`config.mk`:
```
export PLATFORM = sky130hd
export DESIGN_NAME = rotor_alignment_table_builder_flat
export DESIGN_NICKNAME = d
export VERILOG_FILES = /design/src/hw/rtl/rat_pkg.sv /design/src/hw/rtl/rat_in_if.sv /design/src/hw/rtl/rat_out_if.sv /design/src/hw/rtl/rat_table_mem.sv /design/src/hw/rtl/rat_wrap_dist.sv /design/src/hw/rtl/rotor_alignment_table_builder.sv /design/src/flat_wrapper.sv
export SDC_FILE = /design/constraint.sdc
export NUM_CORES = 2
export LEC_CHECK = 0
export BUFFER_PORTS_ARGS = -buffer_cell sky130_fd_sc_hd__buf_2
export CAP_MARGIN = 0
export CORE_MARGIN = 10
export CORE_UTILIZATION = 45
export CTS_BUF_LIST = sky130_fd_sc_hd__clkbuf_4 sky130_fd_sc_hd__clkbuf_8 sky130_fd_sc_hd__clkbuf_16
export CTS_CLUSTER_DIAMETER = 100
export DETAILED_ROUTE_END_ITERATION = 8
export SYNTH_ARGS = -nofsm -noshare
export SYNTH_HDL_FRONTEND = slang
export SYNTH_SLANG_ARGS = --single-unit
```
`constraint.sdc`:
```
create_clock -name clk -period 6 [get_ports clk]
set_input_delay 0 -clock clk [delete_from_list [all_inputs] [get_ports clk]]
set_output_delay 0 -clock clk [all_outputs]
set_load 0.03 [all_outputs]
```
`src/hw/rtl/rat_pkg.sv`:
```
// rotor alignment table builder: shared constants, register indexes and window compare
// no dependencies; compiled before every other file of the block
`default_nettype none

package rat_pkg;

    localparam int TABLE_DEPTH_DEF = 72;
    localparam int ANGLE_BITS_DEF  = 14;

    // field widths
    localparam int FIELD_W     = 14;
    localparam int PHASE_W     = 4;
    localparam int TAG_W       = 6;
    localparam int INDEX_OUT_W = 7;
    localparam int CFG_IDX_W   = 2;
    localparam int CMP_W       = 16;

    // register indexes
    localparam logic [CFG_IDX_W-1:0] CFG_CHECK_LOW   = 2'd0;
    localparam logic [CFG_IDX_W-1:0] CFG_CHECK_HIGH  = 2'd1;
    localparam logic [CFG_IDX_W-1:0] CFG_ACCEPT_LOW  = 2'd2;
    localparam logic [CFG_IDX_W-1:0] CFG_ACCEPT_HIGH = 2'd3;

    // register reset values
    localparam logic [FIELD_W-1:0] CHECK_LOW_RST   = 14'd224;
    localparam logic [FIELD_W-1:0] CHECK_HIGH_RST  = 14'd256;
    localparam logic [FIELD_W-1:0] ACCEPT_LOW_RST  = 14'd223;
    localparam logic [FIELD_W-1:0] ACCEPT_HIGH_RST = 14'd256;

    // tag flag bits
    localparam logic [TAG_W-1:0] TAG_DONE     = 6'h10;
    localparam logic [TAG_W-1:0] TAG_REVERSED = 6'h20;

    typedef logic [CMP_W-1:0] cmp_val_t;

    function automatic logic in_window(input cmp_val_t v, input cmp_val_t lo,
                                       input cmp_val_t hi);
        return (v >= lo) && (v <= hi);
    endfunction

endpackage

`default_nettype wire

```
`src/hw/rtl/rat_in_if.sv`:
```
// input channel of the rotor alignment table builder: valid/ready plus angle and phase id
// depends on rat_pkg for the field widths
`default_nettype none

interface rat_in_if;
    logic                             valid;
    logic                             ready;
    logic [rat_pkg::FIELD_W-1:0]      rotor_angle;
    logic [rat_pkg::PHASE_W-1:0]      phase_id;

    modport source (output valid, output rotor_angle, output phase_id, input ready);
    modport sink   (input valid, input rotor_angle, input phase_id, output ready);
endinterface

`default_nettype wire

```
`src/hw/rtl/rat_out_if.sv`:
```
// result channel of the rotor alignment table builder: valid/ready plus step result
// depends on rat_pkg for the field widths
`default_nettype none

interface rat_out_if;
    logic                                 valid;
    logic                                 ready;
    logic [rat_pkg::INDEX_OUT_W-1:0]      table_index;
    logic                                 turn_clockwise;
    logic [rat_pkg::FIELD_W-1:0]          measured_delta;
    logic [rat_pkg::TAG_W-1:0]            entry_tag;

    modport source (output valid, output table_index, output turn_clockwise,
                    output measured_delta, output entry_tag, input ready);
    modport sink   (input valid, input table_index, input turn_clockwise,
                    input measured_delta, input entry_tag, output ready);
endinterface

`default_nettype wire

```
`src/hw/rtl/rat_table_mem.sv`:
```
// entry table: synchronous memory, separate read and write ports, one read and one write a cycle
// valid flags and written flags in flip-flops; depends on nothing else
`default_nettype none

module rat_table_mem #(
    parameter int DEPTH  = 72,
    parameter int WORD_W = 34,
    parameter int IDX_W  = 7
) (
    input  wire logic              clk,
    input  wire logic              rst_n,
    input  wire logic              rd_en,
    input  wire logic [IDX_W-1:0]  rd_addr,
    output logic                   rd_valid,
    output logic [WORD_W-1:0]      rd_word,
    input  wire logic              wr_en,
    input  wire logic [IDX_W-1:0]  wr_addr,
    input  wire logic [WORD_W-1:0] wr_word,
    input  wire logic              wr_set_valid
);

    logic [WORD_W-1:0] mem [DEPTH];
    logic [WORD_W-1:0] rd_data_reg;
    logic [DEPTH-1:0]  valid_reg;
    logic [DEPTH-1:0]  written_reg;
    logic              rd_valid_reg;
    logic              rd_written_reg;

    always_ff @(posedge clk)
    begin
        if (wr_en)
        begin
            mem[wr_addr] <= wr_word;
        end
        if (rd_en)
        begin
            rd_data_reg <= mem[rd_addr];
        end
    end

    // flags: entries never written read back as zero
    always_ff @(posedge clk or negedge rst_n)
    begin
        if (!rst_n)
        begin
            valid_reg      <= '0;
            written_reg    <= '0;
            rd_valid_reg   <= 1'b0;
            rd_written_reg <= 1'b0;
        end
        else
        begin
            if (wr_en)
            begin
                written_reg[wr_addr] <= 1'b1;
                if (wr_set_valid)
                begin
                    valid_reg[wr_addr] <= 1'b1;
                end
            end
            if (rd_en)
            begin
                rd_valid_reg   <= valid_reg[rd_addr];
                rd_written_reg <= written_reg[rd_addr];
            end
        end
    end

    assign rd_valid = rd_valid_reg;
    assign rd_word  = rd_written_reg ? rd_data_reg : '0;

endmodule

`default_nettype wire

```
`src/hw/rtl/rat_wrap_dist.sv`:
```
// wrap-aware angular distance, modulus 2^ANGLE_BITS - 1
// combinational; depends on nothing else
`default_nettype none

module rat_wrap_dist #(
    parameter int ANGLE_BITS = 14
) (
    input  wire logic [ANGLE_BITS-1:0] a1,
    input  wire logic [ANGLE_BITS-1:0] a2,
    output logic      [ANGLE_BITS-1:0] gap
);

    localparam logic [ANGLE_BITS-1:0] ANGLE_MASK = '1;

    logic [ANGLE_BITS-1:0] d1;
    logic [ANGLE_BITS-1:0] d2;

    always_comb
    begin
        if (a1 >= a2)
        begin
            d1 = a1 - a2;
            d2 = (ANGLE_MASK - a1) + a2;
        end
        else
        begin
            d1 = (ANGLE_MASK - a2) + a1;
            d2 = a2 - a1;
        end
        gap = (d1 > d2) ? d2 : d1;
    end

endmodule

`default_nettype wire

```
`src/hw/rtl/rotor_alignment_table_builder.sv`:
```
// rotor alignment table builder: top level, sequencer, config registers, result register
// depends on rat_pkg, rat_in_if, rat_out_if, rat_table_mem, rat_wrap_dist
//
//  channel  | dir | handshake      | payload
//  ---------+-----+----------------+------------------------------------------------
//  in_ch    | in  | valid / ready  | rotor_angle[13:0], phase_id[3:0]
//  out_ch   | out | valid / ready  | table_index[6:0], turn_clockwise,
//           |     |                | measured_delta[13:0], entry_tag[5:0]
//  cfg      | in  | cfg_we         | cfg_index[1:0], cfg_data[13:0]
//
//  states: read-prev, read-next, exec, write-next if the next entry gets its turn-done
//  flag; the table is read three times (current, previous, next) and written up to twice
//  after reset the table reads as all zero with no clearing pass (flags in flip-flops)
//  a finished result sits in the output register, so a new word is taken while it waits;
//  the write-back stage holds only if the output register is still full
`default_nettype none

module rotor_alignment_table_builder #(
    parameter int TABLE_DEPTH = rat_pkg::TABLE_DEPTH_DEF,
    parameter int ANGLE_BITS  = rat_pkg::ANGLE_BITS_DEF
) (
    input  wire logic                        clk,
    input  wire logic                        rst_n,
    rat_in_if.sink                           in_ch,
    rat_out_if.source                        out_ch,
    input  wire logic                        cfg_we,
    input  wire logic [rat_pkg::CFG_IDX_W-1:0] cfg_index,
    input  wire logic [rat_pkg::FIELD_W-1:0]   cfg_data
);

    import rat_pkg::*;

    localparam int IDX_W     = $clog2(TABLE_DEPTH);
    // table word: angle | delta | tag
    localparam int DELTA_LSB = TAG_W;
    localparam int ANG_LSB   = TAG_W + FIELD_W;
    localparam int WORD_W    = ANGLE_BITS + FIELD_W + TAG_W;
    localparam logic [IDX_W-1:0] LAST_IDX = IDX_W'(TABLE_DEPTH - 1);

    // sequencer states
    localparam logic [2:0] ST_IDLE    = 3'd0;
    localparam logic [2:0] ST_RD_PREV = 3'd1;
    localparam logic [2:0] ST_RD_NEXT = 3'd2;
    localparam logic [2:0] ST_EXEC    = 3'd3;
    localparam logic [2:0] ST_WR_NEXT = 3'd4;

    logic [2:0] state_reg, state_next;

    // config registers
    logic [FIELD_W-1:0] check_low_reg, check_high_reg, accept_low_reg, accept_high_reg;

    always_ff @(posedge clk or negedge rst_n)
    begin
        if (!rst_n)
        begin
            check_low_reg   <= CHECK_LOW_RST;
            check_high_reg  <= CHECK_HIGH_RST;
            accept_low_reg  <= ACCEPT_LOW_RST;
            accept_high_reg <= ACCEPT_HIGH_RST;
        end
        else if (cfg_we)
        begin
            unique case (cfg_index)
                CFG_CHECK_LOW:   check_low_reg   <= cfg_data;
                CFG_CHECK_HIGH:  check_high_reg  <= cfg_data;
                CFG_ACCEPT_LOW:  accept_low_reg  <= cfg_data;
                CFG_ACCEPT_HIGH: accept_high_reg <= cfg_data;
                default:         ;
            endcase
        end
    end

    // pointer and direction
    logic [IDX_W-1:0] ptr_reg, ptr_next;
    logic             cw_reg, cw_next;
    logic [IDX_W-1:0] up_idx, down_idx, prev_idx, next_idx;

    assign up_idx   = (ptr_reg == LAST_IDX) ? '0 : ptr_reg + IDX_W'(1);
    assign down_idx = (ptr_reg == '0) ? LAST_IDX : ptr_reg - IDX_W'(1);
    assign prev_idx = cw_reg ? down_idx : up_idx;
    assign next_idx = cw_reg ? up_idx : down_idx;

    // word being worked on
    logic [ANGLE_BITS-1:0] angle_reg;
    logic [PHASE_W-1:0]    phase_reg;
    logic [FIELD_W-1:0]    cur_delta_reg;
    logic [TAG_W-1:0]      cur_tag_reg;
    logic                  prev_valid_reg;
    logic [TAG_W-1:0]      prev_tag_reg;
    logic [ANGLE_BITS-1:0] measured_reg;
    logic [IDX_W-1:0]      wr2_addr_reg;
    logic [WORD_W-1:0]     wr2_word_reg;

    // table memory
    logic              mem_rd_en, mem_wr_en, mem_set_valid, mem_rd_valid;
    logic [IDX_W-1:0]  mem_rd_addr, mem_wr_addr;
    logic [WORD_W-1:0] mem_rd_word, mem_wr_word;

    rat_table_mem #(
        .DEPTH  (TABLE_DEPTH),
        .WORD_W (WORD_W),
        .IDX_W  (IDX_W)
    ) u_table (
        .clk          (clk),
        .rst_n        (rst_n),
        .rd_en        (mem_rd_en),
        .rd_addr      (mem_rd_addr),
        .rd_valid     (mem_rd_valid),
        .rd_word      (mem_rd_word),
        .wr_en        (mem_wr_en),
        .wr_addr      (mem_wr_addr),
        .wr_word      (mem_wr_word),
        .wr_set_valid (mem_set_valid)
    );

    logic [ANGLE_BITS-1:0] rd_angle;
    logic [FIELD_W-1:0]    rd_delta;
    logic [TAG_W-1:0]      rd_tag;

    assign rd_angle = mem_rd_word[ANG_LSB +: ANGLE_BITS];
    assign rd_delta = mem_rd_word[DELTA_LSB +: FIELD_W];
    assign rd_tag   = mem_rd_word[0 +: TAG_W];

    // distance from the previous entry's angle, registered before the window test
    logic [ANGLE_BITS-1:0] prev_gap;

    rat_wrap_dist #(
        .ANGLE_BITS (ANGLE_BITS)
    ) u_dist (
        .a1  (rd_angle),
        .a2  (angle_reg),
        .gap (prev_gap)
    );

    // output register
    logic                   out_valid_reg;
    logic [INDEX_OUT_W-1:0] out_index_reg;
    logic                   out_cw_reg;
    logic [FIELD_W-1:0]     out_delta_reg;
    logic [TAG_W-1:0]       out_tag_reg;
    logic                   out_free;

    assign out_free = !out_valid_reg || out_ch.ready;

    // step decision, evaluated in the exec state with the next entry on the read port
    logic              cur_ok, accept_ok, next_ok;
    logic [WORD_W-1:0] cur_word;
    logic [FIELD_W-1:0] res_delta;
    logic [TAG_W-1:0]  res_tag;
    logic              do_wr_cur, do_wr_next;

    always_comb
    begin
        cur_ok    = in_window(CMP_W'(cur_delta_reg), CMP_W'(check_low_reg),
                              CMP_W'(check_high_reg));
        accept_ok = in_window(CMP_W'(measured_reg), CMP_W'(accept_low_reg),
                              CMP_W'(accept_high_reg));
        next_ok   = in_window(CMP_W'(rd_delta), CMP_W'(check_low_reg),
                              CMP_W'(check_high_reg));
        ptr_next   = ptr_reg;
        cw_next    = cw_reg;
        res_delta  = '0;
        res_tag    = prev_tag_reg;
        do_wr_cur  = 1'b0;
        do_wr_next = 1'b0;
        cur_word   = {angle_reg, cur_delta_reg, TAG_W'(phase_reg)};
        if (cur_ok)
        begin
            // stored delta already correct: turn round, no write
            cw_next  = !cw_reg;
            ptr_next = prev_idx;
        end
        else if (!prev_valid_reg)
        begin
            // nothing to measure against: record the angle and move on
            do_wr_cur = 1'b1;
            ptr_next  = next_idx;
            res_tag   = rd_tag;
        end
        else if (accept_ok)
        begin
            do_wr_cur  = 1'b1;
            cur_word   = {angle_reg, FIELD_W'(measured_reg), TAG_W'(phase_reg)};
            ptr_next   = next_idx;
            res_delta  = FIELD_W'(measured_reg);
            do_wr_next = next_ok;
            res_tag    = next_ok ? (rd_tag | TAG_DONE) : rd_tag;
        end
        else
        begin
            // out of window: mark reversed, turn round
            do_wr_cur = 1'b1;
            cur_word  = {angle_reg, cur_delta_reg, cur_tag_reg | TAG_REVERSED};
            cw_next   = !cw_reg;
            ptr_next  = prev_idx;
            res_delta = FIELD_W'(measured_reg);
        end
    end

    // sequencer and memory port control
    logic in_fire;

    assign in_ch.ready = (state_reg == ST_IDLE);
    assign in_fire     = in_ch.valid && in_ch.ready;

    always_comb
    begin
        state_next    = state_reg;
        mem_rd_en     = 1'b0;
        mem_rd_addr   = ptr_reg;
        mem_wr_en     = 1'b0;
        mem_wr_addr   = ptr_reg;
        mem_wr_word   = cur_word;
        mem_set_valid = 1'b1;
        unique case (state_reg)
            ST_IDLE:
            begin
                if (in_fire)
                begin
                    mem_rd_en  = 1'b1;
                    state_next = ST_RD_PREV;
                end
            end
            ST_RD_PREV:
            begin
                mem_rd_en   = 1'b1;
                mem_rd_addr = prev_idx;
                state_next  = ST_RD_NEXT;
            end
            ST_RD_NEXT:
            begin
                mem_rd_en   = 1'b1;
                mem_rd_addr = next_idx;
                state_next  = ST_EXEC;
            end
            ST_EXEC:
            begin
                if (out_free)
                begin
                    mem_wr_en  = do_wr_cur;
                    state_next = do_wr_next ? ST_WR_NEXT : ST_IDLE;
                end
            end
            ST_WR_NEXT:
            begin
                mem_wr_en     = 1'b1;
                mem_wr_addr   = wr2_addr_reg;
                mem_wr_word   = wr2_word_reg;
                mem_set_valid = 1'b0;
                state_next    = ST_IDLE;
            end
            default:
            begin
                state_next = ST_IDLE;
            end
        endcase
    end

    logic exec_fire;

    assign exec_fire = (state_reg == ST_EXEC) && out_free;

    always_ff @(posedge clk or negedge rst_n)
    begin
        if (!rst_n)
        begin
            state_reg     <= ST_IDLE;
            ptr_reg       <= '0;
            cw_reg        <= 1'b1;
            out_valid_reg <= 1'b0;
        end
        else
        begin
            state_reg <= state_next;
            if (exec_fire)
            begin
                ptr_reg       <= ptr_next;
                cw_reg        <= cw_next;
                out_valid_reg <= 1'b1;
            end
            else if (out_ch.ready)
            begin
                out_valid_reg <= 1'b0;
            end
        end
    end

    // payload registers
    logic [IDX_W+INDEX_OUT_W-1:0] ptr_wide;

    assign ptr_wide = {{INDEX_OUT_W{1'b0}}, ptr_next};

    always_ff @(posedge clk)
    begin
        if (in_fire)
        begin
            angle_reg <= ANGLE_BITS'(in_ch.rotor_angle);
            phase_reg <= in_ch.phase_id;
        end
        if (state_reg == ST_RD_PREV)
        begin
            cur_delta_reg <= rd_delta;
            cur_tag_reg   <= rd_tag;
        end
        if (state_reg == ST_RD_NEXT)
        begin
            prev_valid_reg <= mem_rd_valid;
            prev_tag_reg   <= rd_tag;
            measured_reg   <= prev_gap;
        end
        if (exec_fire)
        begin
            wr2_addr_reg  <= next_idx;
            wr2_word_reg  <= {rd_angle, rd_delta, rd_tag | TAG_DONE};
            out_index_reg <= ptr_wide[INDEX_OUT_W-1:0];
            out_cw_reg    <= cw_next;
            out_delta_reg <= res_delta;
            out_tag_reg   <= res_tag;
        end
    end

    assign out_ch.valid          = out_valid_reg;
    assign out_ch.table_index    = out_index_reg;
    assign out_ch.turn_clockwise = out_cw_reg;
    assign out_ch.measured_delta = out_delta_reg;
    assign out_ch.entry_tag      = out_tag_reg;

    // checks
    a_ptr_in_range: assert property (@(posedge clk) disable iff (!rst_n)
        {1'b0, ptr_reg} < (IDX_W + 1)'(TABLE_DEPTH))
        else $error("table pointer beyond table depth");

    a_no_rd_wr_clash: assert property (@(posedge clk) disable iff (!rst_n)
        !(mem_rd_en && mem_wr_en))
        else $error("table read and write in the same cycle");

    a_exec_loads_result: assert property (@(posedge clk) disable iff (!rst_n)
        exec_fire |=> out_valid_reg)
        else $error("result not loaded after step");

    a_idle_after_result: assert property (@(posedge clk) disable iff (!rst_n)
        (exec_fire && !do_wr_next) |=> (state_reg == ST_IDLE))
        else $error("sequencer not idle after step");

endmodule

`default_nettype wire
```
`src/flat_wrapper.sv`:
```
// flat-port wrapper written by rule: the top's interface ports become plain ports
module rotor_alignment_table_builder_flat import rat_pkg::*;
#(
    parameter int TABLE_DEPTH = rat_pkg::TABLE_DEPTH_DEF,
    parameter int ANGLE_BITS  = rat_pkg::ANGLE_BITS_DEF
)
  (clk, rst_n, cfg_we, cfg_index, cfg_data, in_ch_valid, in_ch_rotor_angle, in_ch_phase_id, in_ch_ready, out_ch_valid, out_ch_table_index, out_ch_turn_clockwise, out_ch_measured_delta, out_ch_entry_tag, out_ch_ready);
  rat_in_if in_ch_i ();
  rat_out_if out_ch_i ();
  input  wire logic clk;
  input  wire logic rst_n;
  input  wire logic cfg_we;
  input  wire logic [rat_pkg::CFG_IDX_W-1:0] cfg_index;
  input  wire logic [rat_pkg::FIELD_W-1:0] cfg_data;
  input wire logic [$bits(in_ch_i.valid)-1:0] in_ch_valid;
  input wire logic [$bits(in_ch_i.rotor_angle)-1:0] in_ch_rotor_angle;
  input wire logic [$bits(in_ch_i.phase_id)-1:0] in_ch_phase_id;
  output wire logic [$bits(in_ch_i.ready)-1:0] in_ch_ready;
  output wire logic [$bits(out_ch_i.valid)-1:0] out_ch_valid;
  output wire logic [$bits(out_ch_i.table_index)-1:0] out_ch_table_index;
  output wire logic [$bits(out_ch_i.turn_clockwise)-1:0] out_ch_turn_clockwise;
  output wire logic [$bits(out_ch_i.measured_delta)-1:0] out_ch_measured_delta;
  output wire logic [$bits(out_ch_i.entry_tag)-1:0] out_ch_entry_tag;
  input wire logic [$bits(out_ch_i.ready)-1:0] out_ch_ready;
  assign in_ch_i.valid = in_ch_valid;
  assign in_ch_i.rotor_angle = in_ch_rotor_angle;
  assign in_ch_i.phase_id = in_ch_phase_id;
  assign in_ch_ready = in_ch_i.ready;
  assign out_ch_valid = out_ch_i.valid;
  assign out_ch_table_index = out_ch_i.table_index;
  assign out_ch_turn_clockwise = out_ch_i.turn_clockwise;
  assign out_ch_measured_delta = out_ch_i.measured_delta;
  assign out_ch_entry_tag = out_ch_i.entry_tag;
  assign out_ch_i.ready = out_ch_ready;
  rotor_alignment_table_builder #(.TABLE_DEPTH(TABLE_DEPTH), .ANGLE_BITS(ANGLE_BITS)) u_core (.clk(clk), .rst_n(rst_n), .in_ch(in_ch_i), .out_ch(out_ch_i), .cfg_we(cfg_we), .cfg_index(cfg_index), .cfg_data(cfg_data));
endmodule
```
# == Yosys cells after proc, flatten, opt, wreduce, memory -nomap -nowiden ==
# Memory sizes are Yosys's and may differ from the RTL's. A register that Yosys moved wholly into a read port is not among the register bits.
# Index checks and enable logic that the tools add are counted.
# totals
latchBits,0
register_bits,340
mem_bits_ro,0
mem_bits_rw,2448
mem_count,1
out_inout_bits,30
# op_classes
eq_ne,10
div,0
n_mul,0
shifts,0
add_sub_neg,8
n_reduce_logical,21
n_mux,46
bitwise,4
n_lt_le_gt_ge,11
# mem_list
name,depth,word_bits,read_ports,rd_ports_with_merged_regs,wr,line_no,rtl
u_core.u_table.mem,72,34,1,1,1,rat_table_mem.sv:22,logic [WORD_W-1:0] mem [DEPTH];
# ops
cell,count
$or A72 B72 Y72,2
$mux W34,2
$mux W20,3
$ge A14 B14 Y1,4
$mux W7,8
$le A14 B14 Y1,3
$mux W14,3
$add A14 B14 Y14,2
$sub A14 B14 Y14,2
$sub A14 B14 Y14 const A,2
$mux W6,3
$lt A7 B8 Y1 const B,2
$mux W1,16
$bmux W1 S7,2
$gt A14 B14 Y1,1
$pmux W7 S2,1
$pmux W3 S4,1
$reduce_and A2 Y1,6
$mux W3,3
$add A7 B1 Y7 const B,1
$demux W1 S7,1
$eq A7 B7 Y1 const B,1
$ge A7 B1 Y1 const B,1
$logic_not A7 Y1,1
other kinds (18),29

# == Depth between registers and ports, before layout ==
# depth
ltp_word,9
depth_mapped,26
depth_no_buf,23

# == By module ==
# A second synthesis with hierarchy kept.
# unflattened
cells_unflattened,5496
area_unflattened_um2,113271.1
# by_module_without_submodules
mod,n_inst,cells_per_inst,area_per_inst_um2
rat_table_mem,1,4344,100873.0
rotor_alignment_table_builder,1,819,9969.6
rat_wrap_dist,1,333,2428.6

# == Worst setup path after synthesis ==
# OpenSTA, ideal clock, no wires.
# synth_timing
kind,flip-flop to flip-flop
startpoint,reg u_core.measured_reg[9]
endpoint,"mem u_core.u_table.mem[0][12], data pin"
path_buffers,2
arrival_time_ns,5.735
setup_slack_ns,-0.499
stages_incl_launch_ff,12
required_ns,5.237
synth_period_minus_slack_ns,6.499
path_cell_list,edfxtp_1 > ha_1 > a2111oi_0 > nand4b_1 > a311oi_1 > o211ai_1 > a21oi_2 > and2_1 > buf_2 > buf_2 > mux2i_1 > o21ai_0
# synth_between
elab_chain_len,6
# synth_lines
item,line_no,rtl
"start, declared",rotor_alignment_table_builder.sv:90,logic [ANGLE_BITS-1:0] measured_reg;
"start signal, assigned",rotor_alignment_table_builder.sv:309,measured_reg <= prev_gap;
$ge A14 B14 Y1 or $le A14 B14 Y1 (tied branches),rat_pkg.sv:38,return (v >= lo) && (v <= hi);
$logic_and A1 B1 Y1 *,rat_pkg.sv:38,
$mux W20 *,rotor_alignment_table_builder.sv:180,else if (accept_ok)
$mux W20 *,rotor_alignment_table_builder.sv:173,else if (!prev_valid_reg)
$mux W20 *,rotor_alignment_table_builder.sv:167,if (cur_ok)
$mux W34 *,rotor_alignment_table_builder.sv:215,unique case (state_reg)
named net u_core.mem_wr_word[12],rotor_alignment_table_builder.sv:97,"logic [WORD_W-1:0] mem_rd_word, mem_wr_word;"
"end, declared",rat_table_mem.sv:22,
# Mark *: on every way through the listed nets, which the timed path passes. The rest lies on a longest branch.

# == Final worst setup path ==
# layout_timing
startpoint,reg u_core.state_reg[0]
endpoint,"reg u_core.u_table.rd_data_reg[21], read port of u_core.u_table.mem, data pin"
# layout_between
elab_chain_len,4
# layout_lines
item,line_no,rtl
"start, declared",rotor_alignment_table_builder.sv:47,"logic [2:0] state_reg, state_next;"
"start signal, assigned",rotor_alignment_table_builder.sv:274,state_reg <= state_next;
$logic_not A3 Y1,"rotor_alignment_table_builder.sv:203, rotor_alignment_table_builder.sv:215",
$logic_and A1 B1 Y1,rotor_alignment_table_builder.sv:204,assign in_fire = in_ch.valid && in_ch.ready;
$mux W1,rotor_alignment_table_builder.sv:218,if (in_fire)
$pmux W1 S2,rotor_alignment_table_builder.sv:215,
"end, declared",rat_table_mem.sv:23,logic [WORD_W-1:0] rd_data_reg;
# Several ways; a longest one is shown, not always the timed one.
# A chain may end at the register's enable or synchronous reset.

==> summary.txt <==
Nets in the synthesized netlist - 9904
Predominant post-synthesis flop cell - sky130_fd_sc_hd__edfxtp_1
CP Data Required Time - 6.59 ns
TritonCTS clock tree - yes
Antenna violations before repair - 36
Number of storage elements in the synthesis netlist - 2822
Max Root-Sink Buffers - 4
Violation count after the first detailed-routing iteration - 13790
Post-layout min period - 5.876 ns
Count of input and output buffers - 68
Post-synthesis instance area - 123000 sq um
CP dominant cell by count - sky130_fd_sc_hd__buf_12
WS Path Type - flop to flop
Pin count of the biggest net entering global routing - 159
Growth of design area from synthesis to finish - 14.80%
Number of flip-flops in the largest register - 2448
Total global routing overflow - 0
Measured slew at the worst slew-check pin - 1.524 ns
Count of filler cells inserted in the layout - 22683
Fin cells - 13733
Fraction of synthesis flops using an asynchronous set or reset pin - 0.07583
Min-Delay Path Class - input pin to flop
Max-capacitance violation count - 2
Cell count after synthesis - 9734
Total die area - 294500 sq um
Cell Rows - 191
Leading cell types in the layout, fill and taps excluded - sky130_fd_sc_hd__edfxtp_1 (2608), sky130_fd_sc_hd__nand2_1 (1413), sky130_fd_sc_hd__o22ai_1 (1045)
I/O pin total - 69
Commonest non-fill, non-tap cell in the layout - sky130_fd_sc_hd__edfxtp_1
Largest fanout of any net on the critical path - 36
Per-instance average area after synthesis - 12.63 sq um
Sequential-to-total area share from yosys stat - 0.6806
Clk sinks - 2822
Clock latency reported for the late side of the worst-skew pair - 0.94 ns
Count of warnings emitted by yosys - 0
Buffers inserted during post-CTS setup optimization - 0
Vias after detailed routing - 91536
DP HPWL - 264800 um
Starting Density - 0.4529
Crit share post-route - 0.9793
Kind of launch point of the worst setup path - flop
Y dimension of the die - 542.7 um
Worst-case headroom to the max-slew limit - -0.02367
Number of setup violations in the final report - 0
Top cell family by delay on the critical path - simple AND/OR/NAND/NOR gates
Root buffer cell - sky130_fd_sc_hd__clkbuf_16
Cell type of the slowest stage on the worst timing path - sky130_fd_sc_hd__nor2_4
Number of buffers added by the clock tree synthesis step - 305
Library cells used by synthesis - 89
Ordered cell list for the critical path - nor2b_1 > nand2b_1 > inv_1 > a2111o_1 > nand2_4 > buf_12 > buf_4 > nor2_4 > buf_12 > a22oi_1 > a31oi_1 > nand2_1 > nor4_2
Die outline width - 542.7 um
NumNets Final - 10093
Violations in the final reports - max-capacitance violations, max-slew violations
Endpoint type of the worst setup path - flop
Sum of buffers and inverters on the critical path - 4
Maximum level of the CTS H-tree - 5
Number of detailed-routing iterations run before antenna repair - 9
Clock input transition at the sequential cells of the worst setup and hold paths - 0.06 ns
Residual DRC count - 0
Number of vias per cell after detailed routing - 6.665
Pins Over Slew Limit - 4
Result of the run - finished with violations
First-pass GRT wire length - 621200 um
Post-detailed-route wirelength per cell - 31.82 um
Slowest stage delay, CP - 0.89 ns
Hold Fails Final Rpt - 0
Fraction of final layout cells with drive strength greater than 1 - 0.1357
Maximum operating frequency - 170.2 MHz
Unrepaired setup endpoints after global routing - yes
Number of global-route vias before repair - 86760
Placeable core region - 271500 sq um
Number of nets with antenna violations after detailed routing - 0
Post-Route Skew - 0.04858 ns
Number of cells after detailed placement - 13088
Arrival time of data at the critical path endpoint - 6.47 ns
Post-synth EDFFs - 2608
Total wire length after detailed routing - 437000 um
Global Route Usage Sum - 0.2836
GP Congestion - 0.9253
==> final timing paths <==
check                                                  start                              to  slack, ns  depth (start not counted)
max in group asynchronous                              rst_n               u_core.ptr_reg[0]       4.81                          4
worst min-delay path                            cfg_data[10]       u_core.check_high_reg[10]       0.06                          3
min in group asynchronous                              rst_n   u_core.u_table.rd_written_reg       0.27                          4
worst max-delay path                     u_core.state_reg[0]  u_core.u_table.rd_data_reg[21]       0.12                         13
worst min register to register  u_core.u_table.valid_reg[61]    u_core.u_table.valid_reg[61]       0.45                          1
worst max register to register           u_core.state_reg[0]  u_core.u_table.rd_data_reg[21]       0.12                         13
==> synthesized netlist by cell type (all sizes together) (22+ instances only) <==
library cell,count,area share
and2,43,0.0022
a32oi,44,0.0031
and3,97,0.0049
a311oi,145,0.010
dfrtp,201,0.041
mux2i,80,0.0065
a31oi,91,0.0046
nand3,534,0.022
nor2,273,0.0084
nor3,136,0.0056
nor4,39,0.0022
o21bai,26,0.0016
o21ai,194,0.0079
o22ai,1046,0.053
a21o,76,0.0046
o221ai,186,0.013
clkbuf,369,0.011
a22oi,110,0.0068
a211oi,193,0.012
mux2,78,0.0071
nand2,1419,0.043
ha,129,0.013
or3,50,0.0025
a21oi,566,0.023
o31ai,23,0.0014
or2,72,0.0037
xnor2,27,0.0019
edfxtp,2608,0.64
buf,419,0.017
xor2,22,0.0016
nand4,35,0.0018
inv,126,0.0038
a221oi,34,0.0024
==> what timing repair did <==
action | 4_1_cts | 5_1_grt
hold buffers | 98 | 0
setup endpoints to repair | 0 | 11
resized for setup | 0 | 4
endpoints found under the hold margin | 298 | 0
==> worst reg2reg max path, cell delays in order (launching register included) <==
cell and delay, ns:
sky130_fd_sc_hd__dfrtp_1 0.72, sky130_fd_sc_hd__nor2b_1 0.43, sky130_fd_sc_hd__nand2b_1 0.17, sky130_fd_sc_hd__inv_1 0.26, sky130_fd_sc_hd__a2111o_1 0.25, sky130_fd_sc_hd__nand2_4 0.39
sky130_fd_sc_hd__buf_12 0.40, sky130_fd_sc_hd__buf_4 0.21, sky130_fd_sc_hd__nor2_4 0.89, sky130_fd_sc_hd__buf_12 0.29, sky130_fd_sc_hd__a22oi_1 0.13, sky130_fd_sc_hd__a31oi_1 0.48
sky130_fd_sc_hd__nand2_1 0.27, sky130_fd_sc_hd__nor4_2 0.69
==> metal layers <==
metal | vias up | share of wire | GRT usage | routed length, um
met1 | 45979 | 0.38 | 0.3772 | 165800
met3 | 1147 | 0.12 | 0.06853 | 50470
met4 | 22 | 0.058 | 0.1427 | 25560
li1 | 38587 | - | - | -
met5 | - | 0.00031 | 0 | 134
met2 | 5801 | 0.45 | 0.4351 | 195100
==> layout make-up <==
class                      instances  area, sq um  area share
timing repair buffer             670         6171     0.04372
multi-input combinational       5998        36410      0.2579
clock buffer                     371         8245     0.05842
tap                             3570         4467     0.03165
clock inverter                   164         1667     0.01181
sequential                      2822        83690      0.5929
antenna                           12        30.03   0.0002127
inverter                         126        474.2    0.003360
==> per-stage QoR <==
stage | TNS (ns) | setup slack, ns | area, sq um | hold WS, ns | utilization
floorplan | 0 | 0.05524 | 123000 | -0.2956 | -
finish | 0 | 0.1245 | 141200 | 0.05799 | 0.5199
detailed placement | 0 | 0.2084 | 130200 | 0.007479 | 0.4795
CTS | 0 | 0.1844 | 141100 | 0.003589 | 0.5197
global placement | -0.2124 | -0.2124 | 130200 | -0.001963 | 0.4795
global route | 0 | 0.01090 | 141100 | 0.06720 | 0.5198
==> cells by family (layout without fill, tap and decap cells) <==
family | count (synthesis) | in the layout | share of synthesized area
muxes | 158 | 158 | 0.01366
xor gates and xnor gates | 49 | 49 | 0.003490
and+or+nand+nor | 2766 | 2766 | 0.1005
other | 0 | 12 | 0
buffers and inverters | 914 | 1331 | 0.03236
AOI/OAI and AO/OA | 2894 | 2894 | 0.1559
DFF | 2822 | 2822 | 0.6806
adders and majority gates | 131 | 131 | 0.01345
Power is left out: the tool's default activity adds up to more than one toggle a clock period on the data nets, which glitch-free logic cannot reach.
